<file path="config.mk">
export PLATFORM = sky130hd
export DESIGN_NAME = lzwe_outq
export DESIGN_NICKNAME = d
export VERILOG_FILES = /design/src/sv/lzwe_pkg.sv /design/src/sv/lzwe_outq.sv
export SDC_FILE = /design/constraint.sdc
export NUM_CORES = 1
export LEC_CHECK = 0
export BUFFER_PORTS_ARGS = -buffer_cell sky130_fd_sc_hd__buf_2
export CAP_MARGIN = 10
export CORE_ASPECT_RATIO = 1.75
export CORE_MARGIN = 4
export CORE_UTILIZATION = 30
export DETAILED_ROUTE_END_ITERATION = 6
export SETUP_SLACK_MARGIN = 0.4
export SYNTH_ARGS = -nofsm -noshare
export SYNTH_HDL_FRONTEND = slang
export SYNTH_SLANG_ARGS = --single-unit
</file>
<file path="constraint.sdc">
create_clock -name clock -period 3.4 [get_ports clock]
set_input_delay 0.51 -clock clock [delete_from_list [all_inputs] [get_ports clock]]
set_output_delay 0.51 -clock clock [all_outputs]
set_load 0.01 [all_outputs]
</file>
<file path="src/sv/lzwe_pkg.sv">
// Shared types and constants of the variable-width LZW encoder.
package lzwe_pkg;

   // Parameter default and parameter-independent widths
   localparam int MAX_CODE_BITS_DEF = 12;
   localparam int CFG_W             = 4;
   localparam int CSR_IDX_W         = 2;
   localparam int WID_W             = 5;
   localparam int ACC_W             = 23;
   localparam int EPOCH_W           = 8;
   localparam int FIRST_FREE        = 257;
   localparam int MAX_RESULTS       = 6;
   localparam int OUT_DEPTH         = 8;
   localparam int OUT_CW            = $clog2(OUT_DEPTH + 1);
   localparam int IN_DEPTH          = 2;

   // Register indexes and reset values
   localparam logic [CSR_IDX_W-1:0] CSR_START_BITS = 2'd0;
   localparam logic [CSR_IDX_W-1:0] CSR_MAX_BITS   = 2'd1;
   localparam logic [CFG_W-1:0]     START_BITS_RST = 4'd9;
   localparam logic [CFG_W-1:0]     MAX_BITS_RST   = 4'd11;

   typedef struct packed {
      logic [7:0] data_byte;
      logic       end_of_input;
   } req_word_type;

   typedef struct packed {
      logic [7:0] packed_byte;
      logic       run_last;
      logic       stream_done;
   } rsp_word_type;

   // Write side of the result queue
   typedef struct packed {
      logic         push;
      rsp_word_type word;
   } outq_wr_type;

endpackage

</file>
<file path="src/sv/lzwe_outq.sv">
// Result queue: holds packed bytes until the consumer pops them.
module lzwe_outq import lzwe_pkg::*; (
   input  logic              clock,
   input  logic              reset,
   input  outq_wr_type       wr,
   output logic [OUT_CW-1:0] count,
   output logic              rsp_empty,
   input  logic              rsp_pop,
   output rsp_word_type      rsp_word
);

   localparam int PTR_W = $clog2(OUT_DEPTH);

   rsp_word_type      ent_ff [OUT_DEPTH];
   logic [PTR_W-1:0]  wr_ptr_ff, wr_ptr_in;
   logic [PTR_W-1:0]  rd_ptr_ff, rd_ptr_in;
   logic [OUT_CW-1:0] cnt_ff, cnt_in;
   logic              do_pop;

   assign count     = cnt_ff;
   assign rsp_empty = (cnt_ff == '0);
   assign rsp_word  = ent_ff[rd_ptr_ff];
   assign do_pop    = rsp_pop && !rsp_empty;

   // Advance pointers and count; the core never pushes into a full queue
   always_comb begin
      wr_ptr_in = wr.push ? wr_ptr_ff + 1'b1 : wr_ptr_ff;
      rd_ptr_in = do_pop ? rd_ptr_ff + 1'b1 : rd_ptr_ff;
      cnt_in    = cnt_ff + OUT_CW'(wr.push) - OUT_CW'(do_pop);
   end

   always_ff @(posedge clock) begin
      if (reset) begin
         wr_ptr_ff <= '0;
         rd_ptr_ff <= '0;
         cnt_ff    <= '0;
      end else begin
         wr_ptr_ff <= wr_ptr_in;
         rd_ptr_ff <= rd_ptr_in;
         cnt_ff    <= cnt_in;
      end
   end

   always_ff @(posedge clock) begin
      if (wr.push) begin
         ent_ff[wr_ptr_ff] <= wr.word;
      end
   end

endmodule

</file>
==> impl_metrics.ini <==
[global_routing]
grt_pass1_vias = 1934
antenna_found_initial = 0
grt_max_degree = 21
grt.total_usage_pct = 9.83
gr-total-overflow = 0
grt_pass1_wl_um = 10300

[die]
fp.dieW_um = 92.1
io_pins = 29
core-area_um2 = 12100
start_util_pct = 30.8
dieArea_um2 = 14300
dieHeight_um = 155
rows = 53

[pwr]
power.leakage_nw = 1.49
swShare_pct = 24.8
ir_drop_mv = 0.295
internal-power_mw = 2.02
p_clk_share_pct = 33.9
p_seq_share_pct = 49.8
p_per_area_nw_per_um2 = 614
power_switching_mw = 0.667
total_power_mw = 2.69
p_comb_share_pct = 16.3

[cells_and_area]
area_growth_pct = 17.8
final_cells = 401
post-route-util_pct = 36.2
layout.nets = 252
drive_gt1_share_pct = 27.1
fillers = 1181
fin_area_um2 = 4370
antenna-diode-count = 0
multiInputGateArea_um2 = 995
seqCellArea_um2 = 2660

[cts]
ctsResizeCount = 0
cts-root-buf = clkbuf_16
cts_tree = built
post_cts_buffers = 0
h-tree-depth = 3
clk-insertion-delay-late_ps = 340
ctsLongestPathBuffers = 2
clkSinkCount = 93
holdBufCountCts = 0
clk_pin_slew_worst_paths_ps = 70
cts_made_buffers = 9

[drt]
vias_per_cell = 4.44
num_vias = 1780
wirelength_um = 6440
firstDrtPassIters = 4
drtIter0Drc = 117
ant_nets = 0
drc = 0
wl_per_cell_um = 16.1

[worst_setup_path]
start_kind = flop
crit-reg2reg-launch = count[2]$_SDFF_PP0_
cp-end-kind = output pin
critical_path.top_delay_family = multiplexers
arrival_ps = 2000
cp_max_fo = 20
critPathRequiredTime_ps = 2890
cp_num_buf_inv = 2
slowest_stage = mux4_1
cp_slowest_stage_delay_ps = 610
crit_path_cell_trace = buf_4, mux4_1, mux2_2, buf_2
worstSetupPathType = flop to output pin

[synth]
ys.flop_type = edfxtp_1
ys_top_cells_by_area = edfxtp_1 65%, mux4_1 14%, dfxtp_1 7.0%
ys_seq_elements = 93
syn-cell-area_um2 = 3710
syn_nets = 209
yosysTopAreaCell = edfxtp_1
yosysMostFrequentCell = edfxtp_1
yosysSeqAreaShare_pct = 71.7
synth_cell_types = 24
synth_top_area_share_pct = 64.7
synth_edf_count = 80
ys_top_cells_by_count = 80 x edfxtp_1, 20 x mux4_1, 13 x dfxtp_1, 12 x nor2_1, 10 x mux2_2
syn_inst = 188
avgSynthCellArea_um2 = 19.8
async_reset_ff_share_pct = 0
ys_warn_count = 0

[sta]
hold_viol_final = 0
relSlewSlack_pct = 56.8
period_needed_ps = 2510
skew_ps = 11.9
rsz0062_at_grt = no
timing.final.max_slew_violations = 0
setup_viol = 0
period_share_pct = 73.7
finalSetupTns_ps = 0
worst-slew-pin-transition_ps = 647
max_clock_freq_ghz = 0.399

[placement]
port_buffers = 28
dp_hpwl_um = 4290
placed_cell_area_um2 = 4100
dpl.cell_count = 385
finalWeightedCongestion = 0.700

[min_path]
hold_class = primary input to flop
min_from = wr[6]

[job]
drv_cap = 0

[outcome]
status = completed
## cell usage in the layout, fill, tap and decap left out, drive strengths merged, types with 3 or more instances in the layout
master	instances
or3	3
nand2	4
o21ai	3
nand2b	6
inv	7
mux4	20
edfxtp	80
mux2	10
nor2	12
clkbuf	10
buf	38
mux2i	3
a21oi	6
ha	6
dfxtp	13
## cell type report
type	count	area share (%)
inverter	5	0.429
timing repair buffer	38	4.92
clock inverter	6	1.06
multi-input combinational	84	22.7
sequential	93	60.9
tap	165	4.72
clock buffer	10	5.24
## cell families (layout without fill, tap and decap cells)
| family | count (synthesis) | after routing | synth area share [%] |
|---|---|---|---|
| multiplexers | 33 | 33 | 18.0 |
| AND/OR/NAND/NOR | 31 | 31 | 4.08 |
| buffers and inverters | 11 | 59 | 1.52 |
| XOR/XNOR | 3 | 3 | 0.708 |
| adder cells (fa/ha/maj) | 7 | 7 | 2.56 |
| AO/OA/AOI/OAI | 10 | 10 | 1.45 |
| flip-flops | 93 | 93 | 71.7 |
## metal layers
layer	wire, um	GRT usage [%]	vias up
met5	0	0	-
met2	3570	17.8	24
met4	123	4.46	0
met1	2560	10.4	898
li1	-	-	851
met3	190	2.81	7
## power groups by stage
| stage | clock network [mW] | logic (mW) | registers, mW |
|---|---|---|---|
| floorplan | 0 | 0.313 | 1.35 |
| finish | 0.910 | 0.438 | 1.34 |
| CTS | 0.933 | 0.451 | 1.34 |
| global placement | 0 | 0.439 | 1.36 |
| detailed placement | 0 | 0.448 | 1.36 |
| global route | 0.980 | 0.496 | 1.34 |
## worst paths after layout
path              slack [ps]  cells after the start                   endpoint
setup reg to reg        1110                      9        count[2]$_SDFF_PP0_
hold reg to reg          520                      2  rd_ptr_ff[1]$_SDFFE_PP0P_
setup / recovery         890                      4                rsp_word[2]
hold / removal           440                      1     ent_ff[0][6]$_DFFE_PP_
## registers in the layout, summed over array words and instances (netlist names), named ones only
| signal | cells |
|---|---|
| wr_ptr_ff | 3 |
| count | 4 |
| rd_ptr_ff | 3 |
| ent_ff | 80 |
## per-stage QoR
| stage | worst slack (ps) | hold slack [ps] |
|---|---|---|
| floorplan | 1110 | 475 |
| global placement | 1170 | 495 |
| detailed placement | 1120 | 507 |
| CTS | 840 | 433 |
| global route | 808 | 445 |
| finish | 894 | 438 |
Note: power is estimated with default switching activity, not from simulation.
