## config.mk

```make
export PLATFORM = sky130hd
export DESIGN_NAME = lzwe_front
export DESIGN_NICKNAME = d
export VERILOG_FILES = /design/src/sv/lzwe_pkg.sv /design/src/sv/lzwe_front.sv
export SDC_FILE = /design/constraint.sdc
export NUM_CORES = 1
export LEC_CHECK = 0
export BUFFER_PORTS_ARGS = -buffer_cell sky130_fd_sc_hd__buf_2
export CORE_ASPECT_RATIO = 0.7
export CORE_UTILIZATION = 40
export CTS_CLUSTER_DIAMETER = 40
export CTS_CLUSTER_SIZE = 8
export DETAILED_ROUTE_END_ITERATION = 8
export GPL_TIMING_DRIVEN = 0
export PLACE_DENSITY = 0.76
export SYNTH_ARGS = -nofsm -noshare
export SYNTH_HDL_FRONTEND = slang
export SYNTH_SLANG_ARGS = --single-unit
```

## constraint.sdc

```tcl
create_clock -name clock -period 2.9 [get_ports clock]
set_input_delay 0.435 -clock clock [delete_from_list [all_inputs] [get_ports clock]]
set_output_delay 0.435 -clock clock [all_outputs]
set_load 0.005 [all_outputs]
```

## src/sv/lzwe_pkg.sv

```systemverilog
// Shared types and constants of the variable-width LZW encoder.
package lzwe_pkg;

   // Parameter default and parameter-independent widths
   localparam int MAX_CODE_BITS_DEF = 12;
   localparam int CFG_W             = 4;
   localparam int CSR_IDX_W         = 2;
   localparam int WID_W             = 5;
   localparam int ACC_W             = 23;
   localparam int EPOCH_W           = 8;
   localparam int FIRST_FREE        = 257;
   localparam int MAX_RESULTS       = 6;
   localparam int OUT_DEPTH         = 8;
   localparam int OUT_CW            = $clog2(OUT_DEPTH + 1);
   localparam int IN_DEPTH          = 2;

   // Register indexes and reset values
   localparam logic [CSR_IDX_W-1:0] CSR_START_BITS = 2'd0;
   localparam logic [CSR_IDX_W-1:0] CSR_MAX_BITS   = 2'd1;
   localparam logic [CFG_W-1:0]     START_BITS_RST = 4'd9;
   localparam logic [CFG_W-1:0]     MAX_BITS_RST   = 4'd11;

   typedef struct packed {
      logic [7:0] data_byte;
      logic       end_of_input;
   } req_word_type;

   typedef struct packed {
      logic [7:0] packed_byte;
      logic       run_last;
      logic       stream_done;
   } rsp_word_type;

   // Write side of the result queue
   typedef struct packed {
      logic         push;
      rsp_word_type word;
   } outq_wr_type;

endpackage

```

## src/sv/lzwe_front.sv

```systemverilog
// Input queue: takes request words and hands them to the encoder core.
module lzwe_front import lzwe_pkg::*; (
   input  logic         clock,
   input  logic         reset,
   input  logic         req_push,
   output logic         req_full,
   input  req_word_type req_word,
   output logic         fwd_valid,
   output req_word_type fwd_word,
   input  logic         fwd_take
);

   req_word_type ent_ff [IN_DEPTH];
   logic         wr_ptr_ff, wr_ptr_in;
   logic         rd_ptr_ff, rd_ptr_in;
   logic [1:0]   cnt_ff, cnt_in;
   logic         do_push, do_pop;

   assign req_full  = (cnt_ff == 2'(IN_DEPTH));
   assign fwd_valid = (cnt_ff != 2'd0);
   assign fwd_word  = ent_ff[rd_ptr_ff];
   assign do_push   = req_push && !req_full;
   assign do_pop    = fwd_take && fwd_valid;

   // Advance pointers and count
   always_comb begin
      wr_ptr_in = do_push ? ~wr_ptr_ff : wr_ptr_ff;
      rd_ptr_in = do_pop ? ~rd_ptr_ff : rd_ptr_ff;
      cnt_in    = cnt_ff + 2'(do_push) - 2'(do_pop);
   end

   always_ff @(posedge clock) begin
      if (reset) begin
         wr_ptr_ff <= 1'b0;
         rd_ptr_ff <= 1'b0;
         cnt_ff    <= 2'd0;
      end else begin
         wr_ptr_ff <= wr_ptr_in;
         rd_ptr_ff <= rd_ptr_in;
         cnt_ff    <= cnt_in;
      end
   end

   // Store incoming word
   always_ff @(posedge clock) begin
      if (do_push) begin
         ent_ff[wr_ptr_ff] <= req_word;
      end
   end

endmodule

```

==> results of run 1 <==
-- worst max path at each step --
stage,startpoint,endpoint
after floorplan,fwd_take,cnt_ff[1]
final,flip-flop,fwd_word[0]
after global routing,flip-flop,fwd_word[1]
after global placement,req_push,ent_ff[0][5]
after detailed placement,fwd_take,cnt_ff[1]
after CTS,flip-flop,fwd_word[0]
-- power by group through the flow --
stage	logic [mW]	registers (mW)	clock network [mW]
floorplan	0.159	0.438	0
global placement	0.233	0.441	0
detailed placement	0.236	0.442	0
CTS	0.238	0.435	0.147
global route	0.257	0.441	0.162
finish	0.232	0.434	0.141
-- registers in the layout, indices dropped and copies added (netlist names), named ones only --
register   flops
wr_ptr_ff      1
ent_ff        18
cnt_ff         2
rd_ptr_ff      1
-- Yosys cell counts, types with 2 or more instances --
cell type,count,area share
mux2_1,6,0.077
edfxtp_1,18,0.61
nor2_1,3,0.013
mux2_2,3,0.038
dfxtp_1,5,0.11
inv_1,2,0.0085
xnor2_1,2,0.020
ha_1,2,0.028
-- cell type report --
type / count / area, µm² / share of cell area
plain buffers: 1 / 5.00 / 0.00471
clock buffers: 3 / 22.5 / 0.0212
clock inverters: 1 / 5.00 / 0.00471
inverters: 4 / 15.0 / 0.0141
multi-input cells: 26 / 221 / 0.208
flip-flops and latches: 23 / 641 / 0.603
well taps: 30 / 37.5 / 0.0353
repair buffers: 23 / 115 / 0.108
-- cells by family (layout without fill, tap and decap cells) --
| group | count (synthesis) | after routing |
|---|---|---|
| AOI/OAI and AO/OA | 3 | 3 |
| buffers and inverters | 5 | 32 |
| DFF | 23 | 23 |
| muxes | 9 | 9 |
| xor gates and xnor gates | 3 | 3 |
| adders and majority gates | 2 | 2 |
| and+or+nand+nor | 9 | 9 |
-- layer usage --
layer / vias to the layer above / track usage
li1: 244 / -
met1: 222 / 0.110
met2: 16 / 0.198
met3: 2 / 0.0741
met4: 0 / 0.0357
met5: - / 0
-- metrics by stage --
step           area (µm²)  instances   util  hold slack [ns]
4_1_cts              1060        111  0.540            0.302
6_report             1060        111  0.540            0.312
3_3_place_gp         1030        107  0.526            0.469
5_1_grt              1060        111  0.540            0.284
3_5_place_dp         1030        107  0.526            0.493
2_1_floorplan         882         54      -            0.451
-- layout by cell type (no fill, tap or decap), drive strengths merged --
cell and count:
buf 24, edfxtp 18, mux2 9, dfxtp 5, nor2 3, clkbuf 3
inv 3, xnor2 2, ha 2, clkinv 2, o21a 1, nand2b 1
nand2 1, or2 1, and3 1, or3 1, nor2b 1, o21ai 1
a21oi 1, xor2 1
==> flow_summary_export.csv, run 1 <==
group,metric,value,unit
routing,via_count,484,
setup_path,crit_top_cell,"buf_2",
yosys,synth_simple_gate_area_frac,0.0567,
power,p_switching,0.217,mW
yosys,synth-async-reset-ratio,0,
sta,fmax,569,MHz
yosys,synthMuxAreaShare,0.115,
routing,antenna_left,0,
die,row_count,13,
power,seq_power_share,0.538,
status,status,"completed",
die,fp.coreArea,1970,µm²
yosys,synth_edf_count,18,
min_path,worst_hold_path.endpoint,"ent_ff[0][0]",
yosys,ys_seq_elements,23,
global_routing,grt_pass1_vias,415,
global_routing,antenna_found_initial,0,
sta,slew_violations,0,
yosys,synth_xor_area_frac,0.0298,
power,p_total,0.807,mW
clock_tree,cts.clk_slew.worst_paths,0.12,ns
routing,dr.pass1.iters,2,
sta,finalSetupViolations,0,
clock_tree,cts_sinks,23,
setup_path,timing.critical_path.arrival,1.32,ns
setup_path,r2r_end,"cnt_ff[1]",
global_routing,grt_max_degree,14,
yosys,ys_seq_area_frac,0.726,
sta,setup_slack,1.14,ns
yosys,syn_inst,54,
yosys,synth_compound_area_frac,0.0213,
sta,fin_crit,1.76,ns
setup_path,reg2regPathDepth,7,
setup_path,r2r_start,"cnt_ff[1]",
clock_tree,clockBufferDepth,2,
routing,wl_per_cell,11.1,µm
sta,hold_viol,0,
power,switching_share,0.269,
setup_path,worst-path-buf-inv,2,
clock_tree,htreeDepth,1,
min_path,worstHoldStart,"req_word[0]",
routing,vias_per_cell,4.36,
routing,wl_met1,543,µm
clock_tree,post_cts_buffers,0,
clock_tree,post_cts_resized,0,
routing,met2_length,579,µm
global_routing,grt_overflow,0,
power,ir_drop,0.000319,V
sta,clock_skew,0.00236,ns
yosys,ys.flop_type,"edfxtp_1",
setup_path,cp_slowest_stage_delay,0.36,ns
clock_tree,root_buffer,"clkbuf_4",
sta,rsz0062_at_grt,"no",
power,powerDensity,759,nW/µm²
global_routing,track_usage,0.112,
setup_path,cpMaxStageDelayCell,"mux2_2",
layout,area_growth,20.4,%
min_path,hold_path_class,"input port to flip-flop",
routing,highest_layer,"met4",
run,maxCapViolCount,0,
layout,drive_above_1_share,0.444,
yosys,synth_nets,69,
power,p_comb_frac,0.287,
sta,setup_tns,0,ns
placement,gp_congestion,0.621,
setup_path,cp.depth,3,
die,die_h,41.3,µm
power,p_clk_frac,0.175,
yosys,synth_top_family_by_area,"multiplexers",
power,leakage,0.439,nW
layout,nNetsFinal,97,
die,io_pins,24,
setup_path,crit_chain,"buf_2 -> mux2_2 -> buf_2",
clock_tree,cts_tree,"yes",
layout,insertedDiodeCount,0,
yosys,yosys_warnings,0,
sta,timing.final.crit_share,0.607,
die,initial_core_util,0.448,
placement,place_ws,1.27,ns
setup_path,crit_path_end_kind,"primary output",
placement,hpwl,887,µm
setup_path,worstPathMaxFanout,9,
clock_tree,cts.hold.buffers_added,0,
routing,wl,1.23,mm
setup_path,path_class,"flip-flop to primary output",
setup_path,worstPathRequired,2.47,ns
yosys,synth_cell_type_count,21,
die,dieWidth,58.1,µm
routing,route.detailed.drc,0,
routing,first_iter_violations,3,
yosys,syn_area,882,µm²
global_routing,grt_pass1_wl,1.75,mm
clock_tree,cts_made_buffers,3,
power,p_int,0.589,mW
setup_path,start_kind,"flip-flop",
placement,io_buffers,23,
setup_path,path_delay_family,"multiplexers",
sta,maxSlewHeadroom,0.764,
routing,met3_length,100,µm
clock_tree,clk_latency,0.30,ns
min_path,min_path_cells,1,
setup_path,r2r_setup_slack,1.36,ns
yosys,syn_area_per_cell,16.3,µm²
yosys,synthAdderAreaFrac,0.0284,
sta,tightestPinTransition,0.354,ns
layout,fill_cells,182,
die,die_area,2400,µm²
(Power assumes the default switching activity.)
==> run 2: changes to the inputs <==
Settings changed: PLACE_DENSITY 0.76 to 0.78.
Clock period 2.9 ns to 1.5 ns, I/O delays scaled along.
==> run 2 against run 1 <==
Compared with the run above:
- the flow now finishes with violations (negative setup slack)
- first-iteration DRC count grew to 3.0 times the previous value
- register-to-register slack worse by 1.4 ns
- via count is 9.5% higher
- wire length is 24% higher
- sequential power is 100% higher
- flip-flop and latch count stayed put
- hold slack worse by 0.22 ns
- combinational power grew to 3.3 times the previous value
- sequential share of layout area is 8.4 points lower
- setup slack worse by 1.1 ns
- critical path depth is 4 higher
- critical endpoint is now cnt_ff[1]
- largest power group unchanged
==> flow_summary_export.csv, run 2 (synthesis results as in run 1) <==
group,metric,value,unit
sta,fmax,664,MHz
routing,route.detailed.drc,0,
sta,setup_slack,-0.00541,ns
clock_tree,clk_latency,0.31,ns
clock_tree,clockBufferDepth,2,
power,p_clk_frac,0.147,
sta,hold_viol,0,
global_routing,grt_pass1_vias,482,
setup_path,crit_top_cell,"ha_4",
routing,vias_per_cell,4.61,
layout,layout.cells.most_common,"edfxtp_1",
setup_path,worst-path-buf-inv,1,
layout,largest_registers,"ent_ff x18, cnt_ff x2",
die,fp.coreArea,1970,µm²
die,initial_core_util,0.448,
power,seq_power_share,0.455,
die,die_area,2400,µm²
placement,gp_congestion,0.655,
placement,hpwl,934,µm
setup_path,timing.critical_path.arrival,1.72,ns
setup_path,worstPathMaxFanout,4,
global_routing,met1_usage,0.126,
global_routing,grt_overflow,0,
clock_tree,cts_tree,"yes",
power,p_int,1.40,mW
global_routing,antenna_found_initial,0,
status,violations,"negative setup slack",
die,io_pins,24,
clock_tree,cts_sinks,23,
status,status,"finished, violations left",
global_routing,grt_use_met3,0.0556,
die,die_h,41.3,µm
clock_tree,cts_made_buffers,3,
clock_tree,root_buffer,"clkbuf_4",
clock_tree,cts.hold.buffers_added,0,
power,p_switching,0.552,mW
power,leakage,0.507,nW
die,dieWidth,58.1,µm
sta,clock_skew,0.00620,ns
placement,dp_cells,107,
sta,fin_crit,1.51,ns
power,switching_share,0.283,
routing,first_iter_violations,9,
layout,fill_cells,154,
placement,placed_area,1030,µm²
global_routing,grt_max_degree,14,
sta,finalSetupViolations,1,
global_routing,top_usage_layer,"met2",
setup_path,path_class,"flip-flop to flip-flop",
setup_path,cpMaxStageDelayCell,"dfxtp_4",
clock_tree,cts.clk_slew.worst_paths,0.13,ns
routing,dr.pass1.iters,4,
sta,timing.final.crit_share,1.00,
layout,largest_reg_flops,18,
global_routing,track_usage,0.122,
global_routing,grt_pass1_wl,1.97,mm
setup_path,crit_chain,"o21a_4 -> ha_4 -> inv_2 -> ha_4 -> xor2_2 -> xnor2_1 -> nor2_1",
routing,antenna_left,0,
sta,tightestPinTransition,0.235,ns
sta,maxSlewHeadroom,0.843,
layout,area_growth,41.7,%
routing,wl_per_cell,13.3,µm
global_routing,use_met2,0.233,
layout,drive_above_1_share,0.647,
min_path,hold_path_class,"input port to flip-flop",
routing,wl,1.53,mm
layout,nNetsFinal,101,
layout,design_area,1250,µm²
run,maxCapViolCount,0,
setup_path,path_delay_family,"adder cells",
die,row_count,13,
layout,multi_input_area,307,µm²
setup_path,crit_path_end_kind,"flip-flop",
setup_path,worstPathRequired,1.72,ns
placement,io_buffers,23,
layout,final_cell_count_no_fill,115,
layout,seq_area,649,µm²
layout,layout_common_cells,"edfxtp_1, buf_2, buf_6",
routing,via_count,530,
sta,rsz0062_at_grt,"yes",
power,p_comb_frac,0.398,
setup_path,cp_slowest_stage_delay,0.39,ns
layout,insertedDiodeCount,0,
layout,regMostFlops,"ent_ff",
power,ir_drop,0.000790,V
power,powerDensity,1560,nW/µm²
clock_tree,htreeDepth,1,
setup_path,start_kind,"flip-flop",
sta,slew_violations,0,
run 2: final timing paths:
| path | startpoint | depth (start not counted) | slack [ns] | endpoint |
|---|---|---|---|---|
| hold / removal | req_word[2] | 1 | 0.1 | ent_ff[1][2] |
| setup reg to reg | cnt_ff[1] | 7 | -0.005 | cnt_ff[1] |
| hold reg to reg | wr_ptr_ff | 2 | 0.52 | wr_ptr_ff |
| setup / recovery | cnt_ff[1] | 7 | -0.005 | cnt_ff[1] |
run 2: what timing repair did:
item,in CTS,in global routing
endpoints found under the setup margin,19,19
pin swaps,3,4
resized for setup,10,26
setup buffers,1,2
gates cloned,0,1
run 2: worst reg2reg max path: stages, from the launching register on:
cell and delay [ns]:
dfxtp_4 0.39, o21a_4 0.23, ha_4 0.25, inv_2 0.04, ha_4 0.15, xor2_2 0.15, xnor2_1 0.14, nor2_1 0.06
run 2: power by group through the flow:
stage	clock, mW	combinational (mW)	sequential, mW
after floorplan	0	0.308	0.846
after global placement	0	0.445	0.851
after detailed placement	0	0.461	0.857
after CTS	0.297	0.523	0.863
after global routing	0.325	0.847	0.895
final	0.286	0.776	0.885
run 2: final cells by class:
class,instances,area share
sequential,23,0.520
multi-input combinational,26,0.245
timing repair buffer,27,0.159
tap,30,0.0300
clock buffer,3,0.0180
inverter,4,0.0150
buffer,1,0.00901
clock inverter,1,0.00400
run 2: metal layers:
metal / share of wire / vias up
met5: 0 / -
met4: 0.0046 / 0
met3: 0.056 / 2
met2: 0.50 / 20
met1: 0.44 / 256
li1: - / 252
run 2: metrics by stage:
stage               setup slack [ns]  hold slack [ns]   util  setup TNS (ns)  power (mW)
floorplan                     0.0397            0.294      -               0        1.15
global placement            -0.00222            0.414  0.526        -0.00222        1.30
detailed placement           -0.0553            0.422  0.526         -0.0553        1.32
CTS                          0.00197           0.0907  0.564               0        1.68
global route                 -0.0779           0.0697  0.635          -0.117        2.07
finish                      -0.00541           0.0953  0.635        -0.00541        1.95
==> run 3: changes to the inputs <==
Settings changed: CORE_UTILIZATION 40 to 30, PLACE_DENSITY 0.78 to 0.64.
==> run 3 against run 2 <==
Compared with the run above:
- combinational power fell by 24%
- sequential share of layout area rose by 3.4 points
- wire length did not move
- design area fell by 6.1%
- the flow now finishes without violations
- maximum frequency rose by 2.7%
- non-clock buffer count fell by 1
==> flow_summary_export.csv, run 3 (synthesis results as in run 1) <==
group,metric,value,unit
setup_path,worstPathMaxFanout,4,
layout,seq_area,649,µm²
sta,fmax,682,MHz
global_routing,track_usage,0.108,
setup_path,crit_path_end_kind,"flip-flop",
global_routing,grt_pass1_wl,2.19,mm
setup_path,start_kind,"flip-flop",
layout,layout.cells.most_common,"buf_2",
layout,largest_reg_flops,18,
die,initial_core_util,0.315,
routing,highest_layer,"met4",
die,fp.coreArea,2800,µm²
sta,whs,0.143,ns
layout,area_growth,33.1,%
sta,setup_tns,0,ns
setup_path,path_delay_family,"adder cells",
die,row_count,16,
clock_tree,cts_sinks,23,
setup_path,crit_chain,"o21a_4 -> ha_4 -> inv_2 -> ha_4 -> xor2_1 -> xnor2_1 -> nor2_1",
routing,wl_met1,696,µm
global_routing,antenna_found_initial,0,
routing,dr.pass1.iters,4,
routing,wl,1.53,mm
die,die_area,3160,µm²
routing,wl_per_cell,12.7,µm
clock_tree,cts_made_buffers,3,
clock_tree,clk_latency,0.26,ns
setup_path,worstPathRequired,1.66,ns
layout,design_area,1170,µm²
power,leakage,0.462,nW
setup_path,timing.critical_path.arrival,1.63,ns
routing,antenna_left,0,
setup_path,path_class,"flip-flop to flip-flop",
routing,vias_per_cell,4.32,
die,die_h,47.4,µm
layout,insertedDiodeCount,0,
sta,maxSlewHeadroom,0.838,
min_path,hold_path_class,"input port to flip-flop",
routing,met3_length,152,µm
setup_path,worst-path-buf-inv,1,
sta,slew_violations,0,
power,powerDensity,1570,nW/µm²
run,maxCapViolCount,0,
layout,multi_input_area,265,µm²
setup_path,cpMaxStageDelayCell,"dfxtp_4",
clock_tree,root_buffer,"clkbuf_8",
global_routing,grt_pass1_vias,458,
layout,largest_registers,"ent_ff x18, cnt_ff x2",
clock_tree,htreeDepth,1,
setup_path,cp_slowest_stage_delay,0.37,ns
layout,layout_common_cells,"buf_2, edfxtp_1, mux2_1",
layout,nNetsFinal,100,
setup_path,crit_top_cell,"ha_4",
routing,route.detailed.drc,0,
global_routing,grt_overflow,0,
layout,regMostFlops,"ent_ff",
layout,drive_above_1_share,0.560,
layout,fill_cells,273,
clock_tree,cts.clk_slew.worst_paths,0.08,ns
placement,gp_congestion,0.659,
status,status,"completed",
global_routing,grt_max_degree,14,
placement,placed_area,1040,µm²
sta,tightestPinTransition,0.243,ns
sta,rsz0062_at_grt,"yes",
clock_tree,clockBufferDepth,2,
routing,via_count,518,
die,io_pins,24,
sta,hold_viol,0,
die,dieWidth,66.8,µm
clock_tree,cts_tree,"yes",
power,ir_drop,0.00105,V
sta,timing.final.crit_share,0.977,
sta,finalSetupViolations,0,
routing,first_iter_violations,17,
placement,io_buffers,23,
sta,clock_skew,0.000999,ns
routing,met2_length,659,µm
sta,fin_crit,1.47,ns
clock_tree,cts.hold.buffers_added,0,
-- run 3: cell count changes in the layout (fill, tap and decap cells not counted), moves of 6 or more --
cell,previous run,this run
buf_2,15,23
buf_6,10,1
mux2_1,0,6
mux2_4,9,0
-- run 3: final cells by class --
class	count	area share
Multi-Input combinational cell	26	0.226
Buffer	1	0.00959
Clock buffer	3	0.0352
Timing Repair Buffer	26	0.117
Sequential cell	23	0.553
Clock inverter	1	0.00426
Inverter	4	0.0160
Tap cell	36	0.0384
-- run 3: metal layers --
metal | GRT usage | vias to the layer above
met2 | 0.158 | 21
met3 | 0.0583 | 2
met5 | 0 | -
met4 | 0.0638 | 0
li1 | - | 255
met1 | 0.128 | 240
-- run 3: repair_timing --
action | CTS | global route
pin swaps | 4 | 4
resized for setup | 10 | 7
cloned | 0 | 1
setup endpoints to repair | 19 | 10
setup buffers | 1 | 1
-- run 3: through the flow --
stage / setup slack (ns) / power (mW) / util / cells
after floorplan: 0.0397 / 1.15 / - / 54
after global placement: -0.0125 / 1.30 / 0.372 / 113
after detailed placement: -0.0349 / 1.32 / 0.372 / 113
after CTS: 0.00739 / 1.78 / 0.405 / 118
after global routing: -0.0222 / 1.96 / 0.419 / 120
final: 0.0339 / 1.84 / 0.419 / 120
-- run 3: path summary, 6_finish.rpt --
kind	cells after the start	slack [ns]	from	to
worst max-delay path	7	0.03	cnt_ff[1]	cnt_ff[1]
worst min-delay path	1	0.14	req_word[8]	ent_ff[1][8]
worst max register to register	7	0.03	cnt_ff[1]	cnt_ff[1]
worst min register to register	2	0.50	wr_ptr_ff	wr_ptr_ff
-- run 3: where the power goes --
group	total, mW	leakage (nW)	internal [mW]	switching, mW
Sequential	0.873	0.211	0.817	0.0568
Clock	0.379	0.0255	0.185	0.194
Combinational	0.592	0.225	0.334	0.259
Total	1.84	0.462	1.34	0.509
